`config.mk`:
```
export PLATFORM = sky130hd
export DESIGN_NAME = debounced_edge_event_logger
export DESIGN_NICKNAME = d
export VERILOG_FILES = /design/src/rtl/dell_pkg.sv /design/src/rtl/dell_ram.sv /design/src/rtl/dell_front.sv /design/src/rtl/dell_queue.sv /design/src/rtl/debounced_edge_event_logger.sv
export SDC_FILE = /design/constraint.sdc
export NUM_CORES = 2
export LEC_CHECK = 0
export ABC_AREA = 1
export BUFFER_PORTS_ARGS = -buffer_cell sky130_fd_sc_hd__buf_2
export CORE_AREA = 2 2 594 596
export CTS_CLUSTER_SIZE = 8
export DETAILED_ROUTE_END_ITERATION = 7
export DIE_AREA = 0 0 596 598
export GPL_ROUTABILITY_DRIVEN = 0
export SYNTH_ARGS = -nofsm -noshare
export SYNTH_HDL_FRONTEND = slang
export SYNTH_SLANG_ARGS = --single-unit
```
`constraint.sdc`:
```
create_clock -name clock -period 12.1 [get_ports clock]
set_input_delay 2.42 -clock clock [delete_from_list [all_inputs] [get_ports clock]]
set_output_delay 2.42 -clock clock [all_outputs]
set_load 0.02 [all_outputs]
```
`src/rtl/dell_pkg.sv`:
```
`timescale 1ns / 1ps
// Shared constants, operation codes and record types for the debounced edge logger.
// Used by every module under rtl except dell_ram; depends on nothing else.
package dell_pkg;

   // Default sizing handed to the top-level parameters.
   localparam int CHANNELS_DEFAULT  = 8;
   localparam int LOG_DEPTH_DEFAULT = 1024;

   // Field widths of the request and response channels.
   localparam int OPCODE_W    = 2;
   localparam int CHANNEL_W   = 3;
   localparam int DIGIT_W     = 3;
   localparam int LOG_COUNT_W = 11;
   localparam int TICK_W      = 32;
   localparam int HOLD_W      = 16;

   // Lockout time after reset, in ticks.
   localparam logic [HOLD_W-1:0] HOLD_RESET = 16'd30;

   // Register port sizing: one 32-bit register at byte address 0.
   localparam int CSR_ADDR_W = 3;
   localparam int CSR_DATA_W = 32;
   localparam logic CSR_HOLD_INDEX = 1'b0;

   // Result queue between the front end and the response port.
   localparam int QUEUE_DEPTH = 4;
   localparam int QUEUE_PTR_W = $clog2(QUEUE_DEPTH);
   localparam int QUEUE_CNT_W = $clog2(QUEUE_DEPTH + 1);

   // Request operation codes.
   localparam logic [OPCODE_W-1:0] OP_TICK  = 2'd0;
   localparam logic [OPCODE_W-1:0] OP_EDGE  = 2'd1;
   localparam logic [OPCODE_W-1:0] OP_READ  = 2'd2;
   localparam logic [OPCODE_W-1:0] OP_CLEAR = 2'd3;

   // Outcome of one request as decided by the front end.
   typedef struct packed {
      logic                   edge_accepted;
      logic                   read_valid;
      logic [LOG_COUNT_W-1:0] log_count;
   } front_result_type;

   // One complete response as held in the result queue.
   typedef struct packed {
      logic                   edge_accepted;
      logic                   read_valid;
      logic [DIGIT_W-1:0]     read_digit;
      logic [LOG_COUNT_W-1:0] log_count;
   } rsp_entry_type;

endpackage

```
`src/rtl/dell_ram.sv`:
```
`timescale 1ns / 1ps
// Generic single-write, single-read RAM with a registered read port.
// Stand-alone; no package dependency.
module dell_ram #(
   parameter int WIDTH = 8,
   parameter int DEPTH = 16
) (
   input  logic                     clock,
   input  logic                     wr_en,
   input  logic [$clog2(DEPTH)-1:0] wr_addr,
   input  logic [WIDTH-1:0]         wr_data,
   input  logic                     rd_en,
   input  logic [$clog2(DEPTH)-1:0] rd_addr,
   output logic [WIDTH-1:0]         rd_data
);

   logic [WIDTH-1:0] mem_ff [DEPTH];
   logic [WIDTH-1:0] rd_data_ff;

   // Write port.
   always_ff @(posedge clock) begin
      if (wr_en) begin
         mem_ff[wr_addr] <= wr_data;
      end
   end

   // Registered read port.
   always_ff @(posedge clock) begin
      if (rd_en) begin
         rd_data_ff <= mem_ff[rd_addr];
      end
   end

   assign rd_data = rd_data_ff;

endmodule

```
`src/rtl/dell_front.sv`:
```
`timescale 1ns / 1ps
// Front end: accepts requests, applies the lockout test, keeps tick, deadline and
// log pointers, and drives the log RAM. Depends on dell_pkg.
module dell_front #(
   parameter int CHANNELS  = dell_pkg::CHANNELS_DEFAULT,
   parameter int LOG_DEPTH = dell_pkg::LOG_DEPTH_DEFAULT
) (
   input  logic                               clock,
   input  logic                               reset,
   input  logic                               req_valid,
   output logic                               req_ready,
   input  logic [dell_pkg::OPCODE_W-1:0]      req_opcode,
   input  logic [dell_pkg::CHANNEL_W-1:0]     req_channel,
   input  logic [dell_pkg::HOLD_W-1:0]        hold_ticks,
   input  logic [dell_pkg::QUEUE_CNT_W-1:0]   q_count,
   output logic                               ram_wr_en,
   output logic [$clog2(LOG_DEPTH)-1:0]       ram_wr_addr,
   output logic [dell_pkg::DIGIT_W-1:0]       ram_wr_data,
   output logic                               ram_rd_en,
   output logic [$clog2(LOG_DEPTH)-1:0]       ram_rd_addr,
   output logic                               s1_valid,
   output dell_pkg::front_result_type         s1_result
);
   import dell_pkg::*;

   localparam int ADDR_W   = $clog2(LOG_DEPTH);
   localparam int CNT_W    = $clog2(LOG_DEPTH + 1);
   localparam int CH_IDX_W = (CHANNELS > 1) ? $clog2(CHANNELS) : 1;

   logic [TICK_W-1:0]   tick_ff, tick_in;
   logic [TICK_W-1:0]   deadline_ff [CHANNELS];
   logic [TICK_W-1:0]   deadline_in;
   logic [CNT_W-1:0]    fill_ff, fill_in;
   logic [CNT_W-1:0]    rpos_ff, rpos_in;
   logic                s1_valid_ff;
   front_result_type    s1_result_ff, s1_result_in;

   logic                accept;
   logic [QUEUE_CNT_W:0] occupancy;
   logic [31:0]         ch_ext;
   logic [CH_IDX_W-1:0] ch_idx;
   logic                ch_ok;
   logic                edge_ok;
   logic                rd_ok;
   logic                log_full;
   logic [31:0]         fill_ext;

   // Take a request only when the queue has room for it beyond the one in flight.
   assign occupancy = {1'b0, q_count} + {{QUEUE_CNT_W{1'b0}}, s1_valid_ff};
   assign req_ready = occupancy < (QUEUE_CNT_W + 1)'(QUEUE_DEPTH);
   assign accept    = req_valid && req_ready;

   // Classify the request: lockout test for edges, end-of-log test for reads.
   assign ch_ext      = {{(32 - CHANNEL_W){1'b0}}, req_channel};
   assign ch_idx      = ch_ext[CH_IDX_W-1:0];
   assign ch_ok       = ch_ext < 32'(CHANNELS);
   assign edge_ok     = (req_opcode == OP_EDGE) && ch_ok && (tick_ff > deadline_ff[ch_idx]);
   assign rd_ok       = (req_opcode == OP_READ) && (rpos_ff < fill_ff);
   assign log_full    = fill_ff == CNT_W'(LOG_DEPTH);
   assign deadline_in = tick_ff + {{(TICK_W - HOLD_W){1'b0}}, hold_ticks};

   // Next values of the tick counter and log pointers.
   always_comb begin
      tick_in = tick_ff;
      fill_in = fill_ff;
      rpos_in = rpos_ff;
      case (req_opcode)
         OP_TICK: begin
            tick_in = tick_ff + TICK_W'(1);
         end
         OP_EDGE: begin
            if (edge_ok) begin
               if (log_full) begin
                  fill_in = CNT_W'(1);
                  rpos_in = '0;
               end else begin
                  fill_in = fill_ff + CNT_W'(1);
               end
            end
         end
         OP_READ: begin
            if (rd_ok) begin
               rpos_in = rpos_ff + CNT_W'(1);
            end
         end
         OP_CLEAR: begin
            fill_in = '0;
            rpos_in = '0;
         end
         default: begin
         end
      endcase
   end

   // Log RAM accesses: append at the fill point, read at the read position.
   assign ram_wr_en   = accept && edge_ok;
   assign ram_wr_addr = log_full ? '0 : fill_ff[ADDR_W-1:0];
   assign ram_wr_data = req_channel;
   assign ram_rd_en   = accept && rd_ok;
   assign ram_rd_addr = rpos_ff[ADDR_W-1:0];

   // Outcome of the request, registered to meet the RAM read data.
   assign fill_ext                   = 32'(fill_in);
   assign s1_result_in.edge_accepted = edge_ok;
   assign s1_result_in.read_valid    = rd_ok;
   assign s1_result_in.log_count     = fill_ext[LOG_COUNT_W-1:0];

   // Control state.
   always_ff @(posedge clock) begin
      if (reset) begin
         tick_ff     <= '0;
         fill_ff     <= '0;
         rpos_ff     <= '0;
         s1_valid_ff <= 1'b0;
         for (int i = 0; i < CHANNELS; i++) begin
            deadline_ff[i] <= '0;
         end
      end else begin
         s1_valid_ff <= accept;
         if (accept) begin
            tick_ff <= tick_in;
            fill_ff <= fill_in;
            rpos_ff <= rpos_in;
            if (edge_ok) begin
               deadline_ff[ch_idx] <= deadline_in;
            end
         end
      end
   end

   // Result payload.
   always_ff @(posedge clock) begin
      if (accept) begin
         s1_result_ff <= s1_result_in;
      end
   end

   assign s1_valid  = s1_valid_ff;
   assign s1_result = s1_result_ff;

endmodule

```
`src/rtl/dell_queue.sv`:
```
`timescale 1ns / 1ps
// Back end: a short result queue whose head drives the response channel.
// Depends on dell_pkg.
module dell_queue (
   input  logic                               clock,
   input  logic                               reset,
   input  logic                               push_valid,
   input  dell_pkg::rsp_entry_type            push_data,
   output logic [dell_pkg::QUEUE_CNT_W-1:0]   q_count,
   output logic                               rsp_valid,
   input  logic                               rsp_ready,
   output logic                               rsp_edge_accepted,
   output logic                               rsp_read_valid,
   output logic [dell_pkg::DIGIT_W-1:0]       rsp_read_digit,
   output logic [dell_pkg::LOG_COUNT_W-1:0]   rsp_log_count
);
   import dell_pkg::*;

   rsp_entry_type          entry_ff [QUEUE_DEPTH];
   rsp_entry_type          head;
   logic [QUEUE_PTR_W-1:0] wr_ptr_ff, wr_ptr_in;
   logic [QUEUE_PTR_W-1:0] rd_ptr_ff, rd_ptr_in;
   logic [QUEUE_CNT_W-1:0] count_ff, count_in;
   logic                   pop;

   // Pointer and count update; the front end never pushes into a full queue.
   assign pop       = rsp_valid && rsp_ready;
   assign wr_ptr_in = push_valid ? wr_ptr_ff + QUEUE_PTR_W'(1) : wr_ptr_ff;
   assign rd_ptr_in = pop ? rd_ptr_ff + QUEUE_PTR_W'(1) : rd_ptr_ff;

   always_comb begin
      count_in = count_ff;
      if (push_valid && !pop) begin
         count_in = count_ff + QUEUE_CNT_W'(1);
      end else if (pop && !push_valid) begin
         count_in = count_ff - QUEUE_CNT_W'(1);
      end
   end

   always_ff @(posedge clock) begin
      if (reset) begin
         wr_ptr_ff <= '0;
         rd_ptr_ff <= '0;
         count_ff  <= '0;
      end else begin
         wr_ptr_ff <= wr_ptr_in;
         rd_ptr_ff <= rd_ptr_in;
         count_ff  <= count_in;
      end
   end

   // Entry storage.
   always_ff @(posedge clock) begin
      if (push_valid) begin
         entry_ff[wr_ptr_ff] <= push_data;
      end
   end

   // The head entry is the response on offer.
   assign head              = entry_ff[rd_ptr_ff];
   assign q_count           = count_ff;
   assign rsp_valid         = count_ff != '0;
   assign rsp_edge_accepted = head.edge_accepted;
   assign rsp_read_valid    = head.read_valid;
   assign rsp_read_digit    = head.read_digit;
   assign rsp_log_count     = head.log_count;

endmodule

```
`src/rtl/debounced_edge_event_logger.sv`:
```
`timescale 1ns / 1ps
// Debounced edge event logger, top level.
// Depends on dell_pkg, dell_front, dell_ram and dell_queue.
//
// Each request carries an opcode: tick advances the tick counter, edge offers
// an edge on a channel, read returns the next logged channel number,
// clear empties the log. An edge is taken only when the tick count is strictly
// past that channel's deadline; the deadline then becomes tick count plus
// hold_ticks and the channel is appended to the log (a full log is emptied first).
// Every request yields exactly one response, in request order.
//
// Accepted requests pass the front-end result register, then the result queue.
// The front end accepts one request every cycle while req_ready is high; its
// single log RAM access per request sets that rate. A four-entry result queue
// decouples the sides: while the receiver stalls, requests keep being taken
// until the queue is full, then req_ready drops.
//
// Synchronous reset clears tick count, deadlines, log pointers and the queue,
// and sets hold_ticks to 30. The log RAM needs no clearing pass.
// hold_ticks sits at byte address 0 of the register port.
module debounced_edge_event_logger #(
   parameter int CHANNELS  = dell_pkg::CHANNELS_DEFAULT,
   parameter int LOG_DEPTH = dell_pkg::LOG_DEPTH_DEFAULT
) (
   input  logic                               clock,
   input  logic                               reset,
   input  logic                               req_valid,
   output logic                               req_ready,
   input  logic [dell_pkg::OPCODE_W-1:0]      req_opcode,
   input  logic [dell_pkg::CHANNEL_W-1:0]     req_channel,
   output logic                               rsp_valid,
   input  logic                               rsp_ready,
   output logic                               rsp_edge_accepted,
   output logic                               rsp_read_valid,
   output logic [dell_pkg::DIGIT_W-1:0]       rsp_read_digit,
   output logic [dell_pkg::LOG_COUNT_W-1:0]   rsp_log_count,
   input  logic                               psel,
   input  logic                               penable,
   input  logic                               pwrite,
   input  logic [dell_pkg::CSR_ADDR_W-1:0]    paddr,
   input  logic [dell_pkg::CSR_DATA_W-1:0]    pwdata,
   output logic [dell_pkg::CSR_DATA_W-1:0]    prdata,
   output logic                               pready
);
   import dell_pkg::*;

   localparam int ADDR_W = $clog2(LOG_DEPTH);

   logic [HOLD_W-1:0]      hold_ff, hold_in;
   logic                   hold_sel;
   logic                   csr_write;
   logic                   ram_wr_en;
   logic [ADDR_W-1:0]      ram_wr_addr;
   logic [DIGIT_W-1:0]     ram_wr_data;
   logic                   ram_rd_en;
   logic [ADDR_W-1:0]      ram_rd_addr;
   logic [DIGIT_W-1:0]     ram_rd_data;
   logic                   s1_valid;
   front_result_type       s1_result;
   rsp_entry_type          push_data;
   logic [QUEUE_CNT_W-1:0] q_count;

   // Register port: hold_ticks is the only register.
   assign pready    = 1'b1;
   assign hold_sel  = paddr[2] == CSR_HOLD_INDEX;
   assign csr_write = psel && penable && pwrite && pready && hold_sel;
   assign hold_in   = csr_write ? pwdata[HOLD_W-1:0] : hold_ff;
   assign prdata    = hold_sel ? {{(CSR_DATA_W - HOLD_W){1'b0}}, hold_ff} : '0;

   always_ff @(posedge clock) begin
      if (reset) begin
         hold_ff <= HOLD_RESET;
      end else begin
         hold_ff <= hold_in;
      end
   end

   // Front end: classification and state update.
   dell_front #(
      .CHANNELS  (CHANNELS),
      .LOG_DEPTH (LOG_DEPTH)
   ) u_front (
      .clock       (clock),
      .reset       (reset),
      .req_valid   (req_valid),
      .req_ready   (req_ready),
      .req_opcode  (req_opcode),
      .req_channel (req_channel),
      .hold_ticks  (hold_ff),
      .q_count     (q_count),
      .ram_wr_en   (ram_wr_en),
      .ram_wr_addr (ram_wr_addr),
      .ram_wr_data (ram_wr_data),
      .ram_rd_en   (ram_rd_en),
      .ram_rd_addr (ram_rd_addr),
      .s1_valid    (s1_valid),
      .s1_result   (s1_result)
   );

   // Log store.
   dell_ram #(
      .WIDTH (DIGIT_W),
      .DEPTH (LOG_DEPTH)
   ) u_log_ram (
      .clock   (clock),
      .wr_en   (ram_wr_en),
      .wr_addr (ram_wr_addr),
      .wr_data (ram_wr_data),
      .rd_en   (ram_rd_en),
      .rd_addr (ram_rd_addr),
      .rd_data (ram_rd_data)
   );

   // Merge the read data with the front-end outcome.
   assign push_data.edge_accepted = s1_result.edge_accepted;
   assign push_data.read_valid    = s1_result.read_valid;
   assign push_data.read_digit    = s1_result.read_valid ? ram_rd_data : '0;
   assign push_data.log_count     = s1_result.log_count;

   // Back end: result queue and response channel.
   dell_queue u_queue (
      .clock             (clock),
      .reset             (reset),
      .push_valid        (s1_valid),
      .push_data         (push_data),
      .q_count           (q_count),
      .rsp_valid         (rsp_valid),
      .rsp_ready         (rsp_ready),
      .rsp_edge_accepted (rsp_edge_accepted),
      .rsp_read_valid    (rsp_read_valid),
      .rsp_read_digit    (rsp_read_digit),
      .rsp_log_count     (rsp_log_count)
   );

   // A result never arrives at a full queue.
   assert property (@(posedge clock) disable iff (reset)
      s1_valid |-> q_count != QUEUE_CNT_W'(QUEUE_DEPTH))
      else $error("result pushed into a full queue");

   // Every accepted request reaches the merge stage on the next cycle.
   assert property (@(posedge clock) disable iff (reset)
      (req_valid && req_ready) |=> s1_valid)
      else $error("accepted request lost before the queue");

   // A returned digit implies a nonempty log.
   assert property (@(posedge clock) disable iff (reset)
      (rsp_valid && rsp_read_valid) |-> rsp_log_count != '0)
      else $error("digit returned from an empty log");

   // An edge and a digit never share one response.
   assert property (@(posedge clock) disable iff (reset)
      rsp_valid |-> !(rsp_edge_accepted && rsp_read_valid))
      else $error("response reports both an edge and a read");

endmodule

```
== Word level (Yosys, flattened, before mapping) ==
Memories as Yosys holds them, arrays and structs flattened. A register that Yosys moved wholly into a read port is not among the register bits.
Cells that the tools add are included.
Word-level totals
  register bits after elaboration: 91
  bits in writable memories: 3392
  input bits: 47
  output and inout port bits: 51
  word-level logic and storage cells: 83
  memories: 3
Operators by class
  $add $sub $neg: 9
  order comparisons: 4
  eq/ne operators: 7
  muxes and demuxes: 27
  bitwise logic cells: 1
  reductions and logical operators: 21
Memory list
  u_log_ram.mem_ff: depth 1024, bits a word 3, rd ports 1, clocked after memory_dff 1, wr ports 1, line dell_ram.sv:17  | logic [WIDTH-1:0] mem_ff [DEPTH];
  u_front.deadline_ff: depth 8, bits a word 32, rd ports 1, clocked after memory_dff 0, wr ports 8, line dell_front.sv:31  | logic [TICK_W-1:0] deadline_ff [CHANNELS];
  u_queue.entry_ff: depth 4, bits a word 16, rd ports 1, clocked after memory_dff 1, wr ports 1, line dell_queue.sv:19  | rsp_entry_type entry_ff [QUEUE_DEPTH];
Operators by type and width (count)
  two-way mux 11 bit: 5
  one-hot mux 11 bit (3 select lines): 1
  adder 32 x 1 -> 32 bit (second input constant): 1
  adder 32 x 16 -> 32 bit: 1
  greater-than comparator 32 bit: 1
  two-way mux 32 bit: 1
  OR reduction 32 bit: 1
  adder 11 x 1 -> 11 bit (second input constant): 2
  one-hot mux 11 bit (2 select lines): 1
  two-way mux 16 bit: 1
  logical AND 1 bit: 12
  two-way mux 3 bit: 4
  == test 11 bit (second input constant): 1
  less-than comparator 11 bit: 1
  two-way mux 1 bit: 11
  two-way mux 10 bit: 1
  inequality test 2 x 1 -> 1 bit (second input constant): 3
  nonzero test 3 bit: 2
  AND reduction 5 bit: 1
  adder 2 x 1 -> 2 bit (second input constant): 2
  adder 3 x 1 -> 4 bit: 1
  == test 2 bit (second input constant): 2
  less-than comparator 3 x 4 -> 1 bit (second input constant): 1
  less-than comparator 4 x 3 -> 1 bit (second input constant): 1
  9 further kinds: 11

== Logic depth before layout (Yosys ltp) ==
  word-level depth: 9
  depth in mapped cells: 24
  depth with buffers taken out: 22

== By module ==
From an unflattened synthesis, not the netlist that was laid out.
Second synthesis, totals
  cell total of the unflattened synthesis: 13395
  area, all modules: 148472.4 µm²
Modules (own cells, without submodules)
  dell_ram: instances 1, cells each 11278, area each 128306.8 µm², sequential area each 92338.6 µm²
  dell_front: instances 1, cells each 1741, area each 16325.7 µm², sequential area each 9178.8 µm²
  dell_queue: instances 1, cells each 216, area each 2812.7 µm², sequential area each 2102.0 µm²
  debounced_edge_event_logger: instances 1, cells each 160, area each 1027.2 µm², sequential area each 320.3 µm²

== Worst setup path after synthesis ==
No wires, ideal clock.
  path type: input port to flip-flop
  start point: input req_channel[0] (netlist bit)
  end point: memory u_front.deadline_ff[0][0] (enable)
  setup time: 389 ps
  arrival time: 6192 ps
  data required time: 11711 ps
  slack: 5519 ps
  stages on the path: 20
  path buffers: 3
  cell sequence: nor3_1 -> clkbuf_1 -> clkbuf_1 -> nand2_1 -> nand4_1 -> inv_1 -> ha_1 -> nand2_1 -> nor2_1 -> nand3_2 -> nor4_4 -> nand2_2 -> nand2_4 -> nand3_4 -> clkinv_2 -> nand2_4 -> nor2_8 -> nand2_4 -> buf_6 -> nand2_1
RTL lines
  from (decl): line debounced_edge_event_logger.sv:30  | input logic [dell_pkg::CHANNEL_W-1:0] req_channel,
  to (decl): line dell_front.sv:31

==> summary.md <==
| Metric | Value |
|---|---|
| Post-CTS Hold Fix Bufs | 0 |
| Total DRC errors in the routed layout | 0 |
| Library cell used as clock root buffer | sky130_fd_sc_hd__clkbuf_16 |
| Setup repair after global routing missed its margin | false |
| Kind of start point of the critical path | primary input |
| Via count of the first global-routing pass | 100000 |
| Maximum fanout encountered on the critical timing path | 61 |
| Number of vias in the routed layout | 101900 |
| Clock period minus worst slack | 7.693 ns |
| Post-synthesis async set-or-reset flop share | 0% |
| Critical register-to-register path endpoint | u_log_ram.rd_data[0] |
| Start point of the worst min-delay path | u_queue.rd_ptr_ff[1] |
| Number of instances in the synthesized netlist | 14110 |
| Vertical extent of the die | 598 µm |
| Deepest clock path buffer count | 4 |
| Via count normalized by instance count | 5.468 |
| Data required, critical path | 12.76 ns |
| Slew at the pin closest to its max-slew limit | 1.281 ns |
| Placement row count | 218 |
| Setup repair bufs after CTS | 0 |
| Routed WL per cell | 22.92 µm |
| Met1 demand-to-capacity share in global routing | 31.27% |
| Layout cells sized above 1 | 6.302% |
| Count of cells resized by post-cts repair | 0 |
| Hpwl dp | 227900 µm |
| First-pass DRT Iterations | 6 |
| Combined global-route utilization of all metal layers | 23.48% |
| Layout filler cell count | 31980 |
| Static leakage | 59.62 nW |
| Headroom to the max-slew limit | 13.94% |
| CP endpoint kind | register |
| Met2 routing resource usage after global routing | 39.53% |
| Clk_skew | 0.08214 ns |
| Endpoint of the worst hold path | u_queue.rd_ptr_ff[1] |
| Share of the yosys chip area belonging to registers | 69.22% |
| Endpoints failing setup | 0 |
| Initial cell density of the core | 42.81% |
| Number of violations reported at the end of detailed-routing iteration 0 | 11330 |
| Post-synth EDFFs | 3408 |
| Area growth from synthesis to layout | 11.03% |
| Worst hold-check path type | register to register |
| Clock network latency to the later pin of the worst-skew pair | 1.00 ns |
| Achievable clock frequency | 130.0 MHz |
| Clock group share of total power | 43.0% |
| Power Internal | 20.82 mW |
| Combined area of all synthesized cells | 0.1502 mm² |
| Clock H-tree levels | 5 |
| Clock-pin transition on the worst setup and hold timing paths | 0.05 ns |
| Depth of the worst hold-timing path | 2 |
| Final hold slack | 0.4627 ns |
| Main area contributors after synthesis | sky130_fd_sc_hd__edfxtp_1, sky130_fd_sc_hd__nor2_1, sky130_fd_sc_hd__nand2_1, sky130_fd_sc_hd__o21ai_0, sky130_fd_sc_hd__nand3_1 |
| Post-route antenna net violation count | 0 |
| Ys flop type | sky130_fd_sc_hd__edfxtp_1 |
| TritonCTS clock tree | built |
| CTS sink cnt | 3488 |
| Switching Fraction | 23.69% |
| Global-route wire length before repair | 630300 µm |
| Logic gate share of total power | 7.8% |
| Critical path data arrival time | 8.35 ns |
| Count of distinct cell types in the synthesized netlist | 56 |
| Total of max-cap violations | 0 |
| Pin count of the biggest net entering global routing | 186 |
| Pins over their slew limit | 0 |
| Top-level port count | 98 |
| #FFs+latches synth | 3488 |
| Peak VDD IR | 138.1 µV |
| Number of antenna violations at the first check in global routing | 28 |
| Switching Power | 6.465 mW |
| Final hold violations | 0 |
| Total number of yosys warnings | 0 |
| Overall die width | 596 µm |
| Pwr per Cell Area | 163.7 mW/mm² |
| Core area | 0.3508 mm² |
| Synth top cells by count | sky130_fd_sc_hd__edfxtp_1, sky130_fd_sc_hd__nor2_1, sky130_fd_sc_hd__nand2_1, sky130_fd_sc_hd__o21ai_0, sky130_fd_sc_hd__nand3_1 |
| Full die area | 0.3564 mm² |
| Yosys top cell area share | 68.15% |
| Met3 capacity usage during global routing | 3.447% |
| Status | complete, no violations |
| Count leader, synth | sky130_fd_sc_hd__edfxtp_1 |
| Path depth of the worst reg2reg path | 15 |
| Kind of critical path | primary input to register |
| Leading area contributor after synthesis | sky130_fd_sc_hd__edfxtp_1 |
| Layout Nets | 14050 |
| Reg2reg start | u_front.rpos_ff[0] |
| Synth Area per Inst | 10.64 µm² |
| Post-route clock period utilization | 63.58% |
| Setup TNS | 0 ns |
| Sum of routed wire length over all layers | 427100 µm |
| Aggregate global routing overflow | 0 |
| Number of buffers added by the clock tree synthesis step | 475 |
| Count of port buffers added during placement | 62 |
| Flop-to-flop setup slack | 6.49 ns |
| Global-route layer with the greatest usage | met2 |
| Flop pwr share | 49.2% |
-- registers in the layout (all words and copies together) (netlist names), named ones only --
name / count
u_log_ram.mem_ff: 3072
u_front.deadline_ff: 256
u_queue.entry_ff: 64
u_front.tick_ff: 32
hold_ff: 16
u_front.s1_result: 13
u_front.fill_ff: 11
u_front.rpos_ff: 11
u_log_ram.rd_data: 3
u_queue.q_count: 3
u_queue.rd_ptr_ff: 2
u_queue.wr_ptr_ff: 2
u_front.s1_valid: 1
-- placed cells by master, fill, tap and decap left out, types with 43 or more instances in the layout --
master,instances
sky130_fd_sc_hd__buf_2,59
sky130_fd_sc_hd__o22ai_1,63
sky130_fd_sc_hd__ha_1,71
sky130_fd_sc_hd__nand4_1,47
sky130_fd_sc_hd__inv_1,734
sky130_fd_sc_hd__clkbuf_1,54
sky130_fd_sc_hd__clkbuf_16,477
sky130_fd_sc_hd__buf_4,187
sky130_fd_sc_hd__o211ai_1,160
sky130_fd_sc_hd__nand3_1,879
sky130_fd_sc_hd__dfxtp_1,76
sky130_fd_sc_hd__nand2_1,2832
sky130_fd_sc_hd__nand2_4,43
sky130_fd_sc_hd__nor2_1,3175
sky130_fd_sc_hd__o21ai_0,1152
sky130_fd_sc_hd__edfxtp_1,3408
sky130_fd_sc_hd__a21oi_1,240
-- per-stage QoR --
step,setup slack [ns],instance area (µm²),total power [mW],std cells,util (%)
floorplan,5.519,150200,14.96,14120,-
global placement,3.610,154100,15.78,18080,43.94
detailed placement,3.539,154100,15.78,18080,43.94
CTS,4.527,166700,27.43,18630,47.53
global route,4.175,166700,28.11,18630,47.53
finish,4.407,166700,27.29,18640,47.53
-- worst max-delay path, stage by stage --
cell and delay (ns):
sky130_fd_sc_hd__buf_8 0.33, sky130_fd_sc_hd__buf_4 0.52, sky130_fd_sc_hd__nor3_2 0.10, sky130_fd_sc_hd__buf_4 0.33, sky130_fd_sc_hd__a22o_1 0.27, sky130_fd_sc_hd__a221oi_1 0.25
sky130_fd_sc_hd__nand4_1 0.21, sky130_fd_sc_hd__inv_1 0.10, sky130_fd_sc_hd__ha_1 0.14, sky130_fd_sc_hd__nand2_1 0.06, sky130_fd_sc_hd__nor2_2 0.14, sky130_fd_sc_hd__nand3_2 0.12
sky130_fd_sc_hd__nor4_4 0.31, sky130_fd_sc_hd__nand4_2 0.42, sky130_fd_sc_hd__nand3_4 0.24, sky130_fd_sc_hd__clkinv_2 0.12, sky130_fd_sc_hd__nand2_4 0.19, sky130_fd_sc_hd__nor2_8 0.11
sky130_fd_sc_hd__nand2_4 0.47, sky130_fd_sc_hd__nand2_1 0.77, sky130_fd_sc_hd__buf_4 0.51
-- routing by layer --
layer	part of all wire (%)	wire, µm
met5	0.013	57
met4	3.2	13530
met3	7.9	33930
met2	47	202800
met1	41	176700
-- cell families after synthesis --
group | share of synthesized area [%]
AO/OA/AOI/OAI | 6.295
XOR/XNOR | 0.2975
adder cells (fa/ha/maj) | 0.6183
buffers and inverters | 4.835
flip-flops | 69.22
multiplexers | 0.006666
other | 0.005001
AND/OR/NAND/NOR | 18.72
-- area by class of cell --
class                      count  area, µm²  share of cell area, %
antenna                        4      10.01               0.006004
clock buffer                 532      12150                  7.289
clock inverter                24      431.7                 0.2589
inverter                     754       2882                  1.728
multi-input combinational   8943      39350                  23.60
sequential                  3488     104000                  62.35
tap                         4620       5781                  3.467
timing repair buffer         270       2165                  1.298
-- power groups by stage --
stage	sequential, mW	combinational, mW	clock [mW]
final	13.4	2.13	11.7
after global routing	13.4	2.35	12.3
after CTS	13.4	2.12	11.9
after detailed placement	13.7	2.12	0
after global placement	13.7	2.12	0
after floorplan	13.6	1.34	0
-- how the worst max path moves through the flow --
stage | start | end | slack (ns)
2_1_floorplan | req_channel[0] | u_front.deadline_ff[0][0] | 5.52
3_3_place_gp | req_channel[1] | u_front.deadline_ff[7][31] | 3.61
3_5_place_dp | req_channel[1] | u_front.deadline_ff[7][19] | 3.54
4_1_cts | req_channel[1] | u_front.deadline_ff[7][18] | 4.53
5_1_grt | req_channel[1] | u_front.deadline_ff[7][18] | 4.18
6_report | req_channel[1] | u_front.deadline_ff[7][31] | 4.41
(Power assumes the default switching activity.)
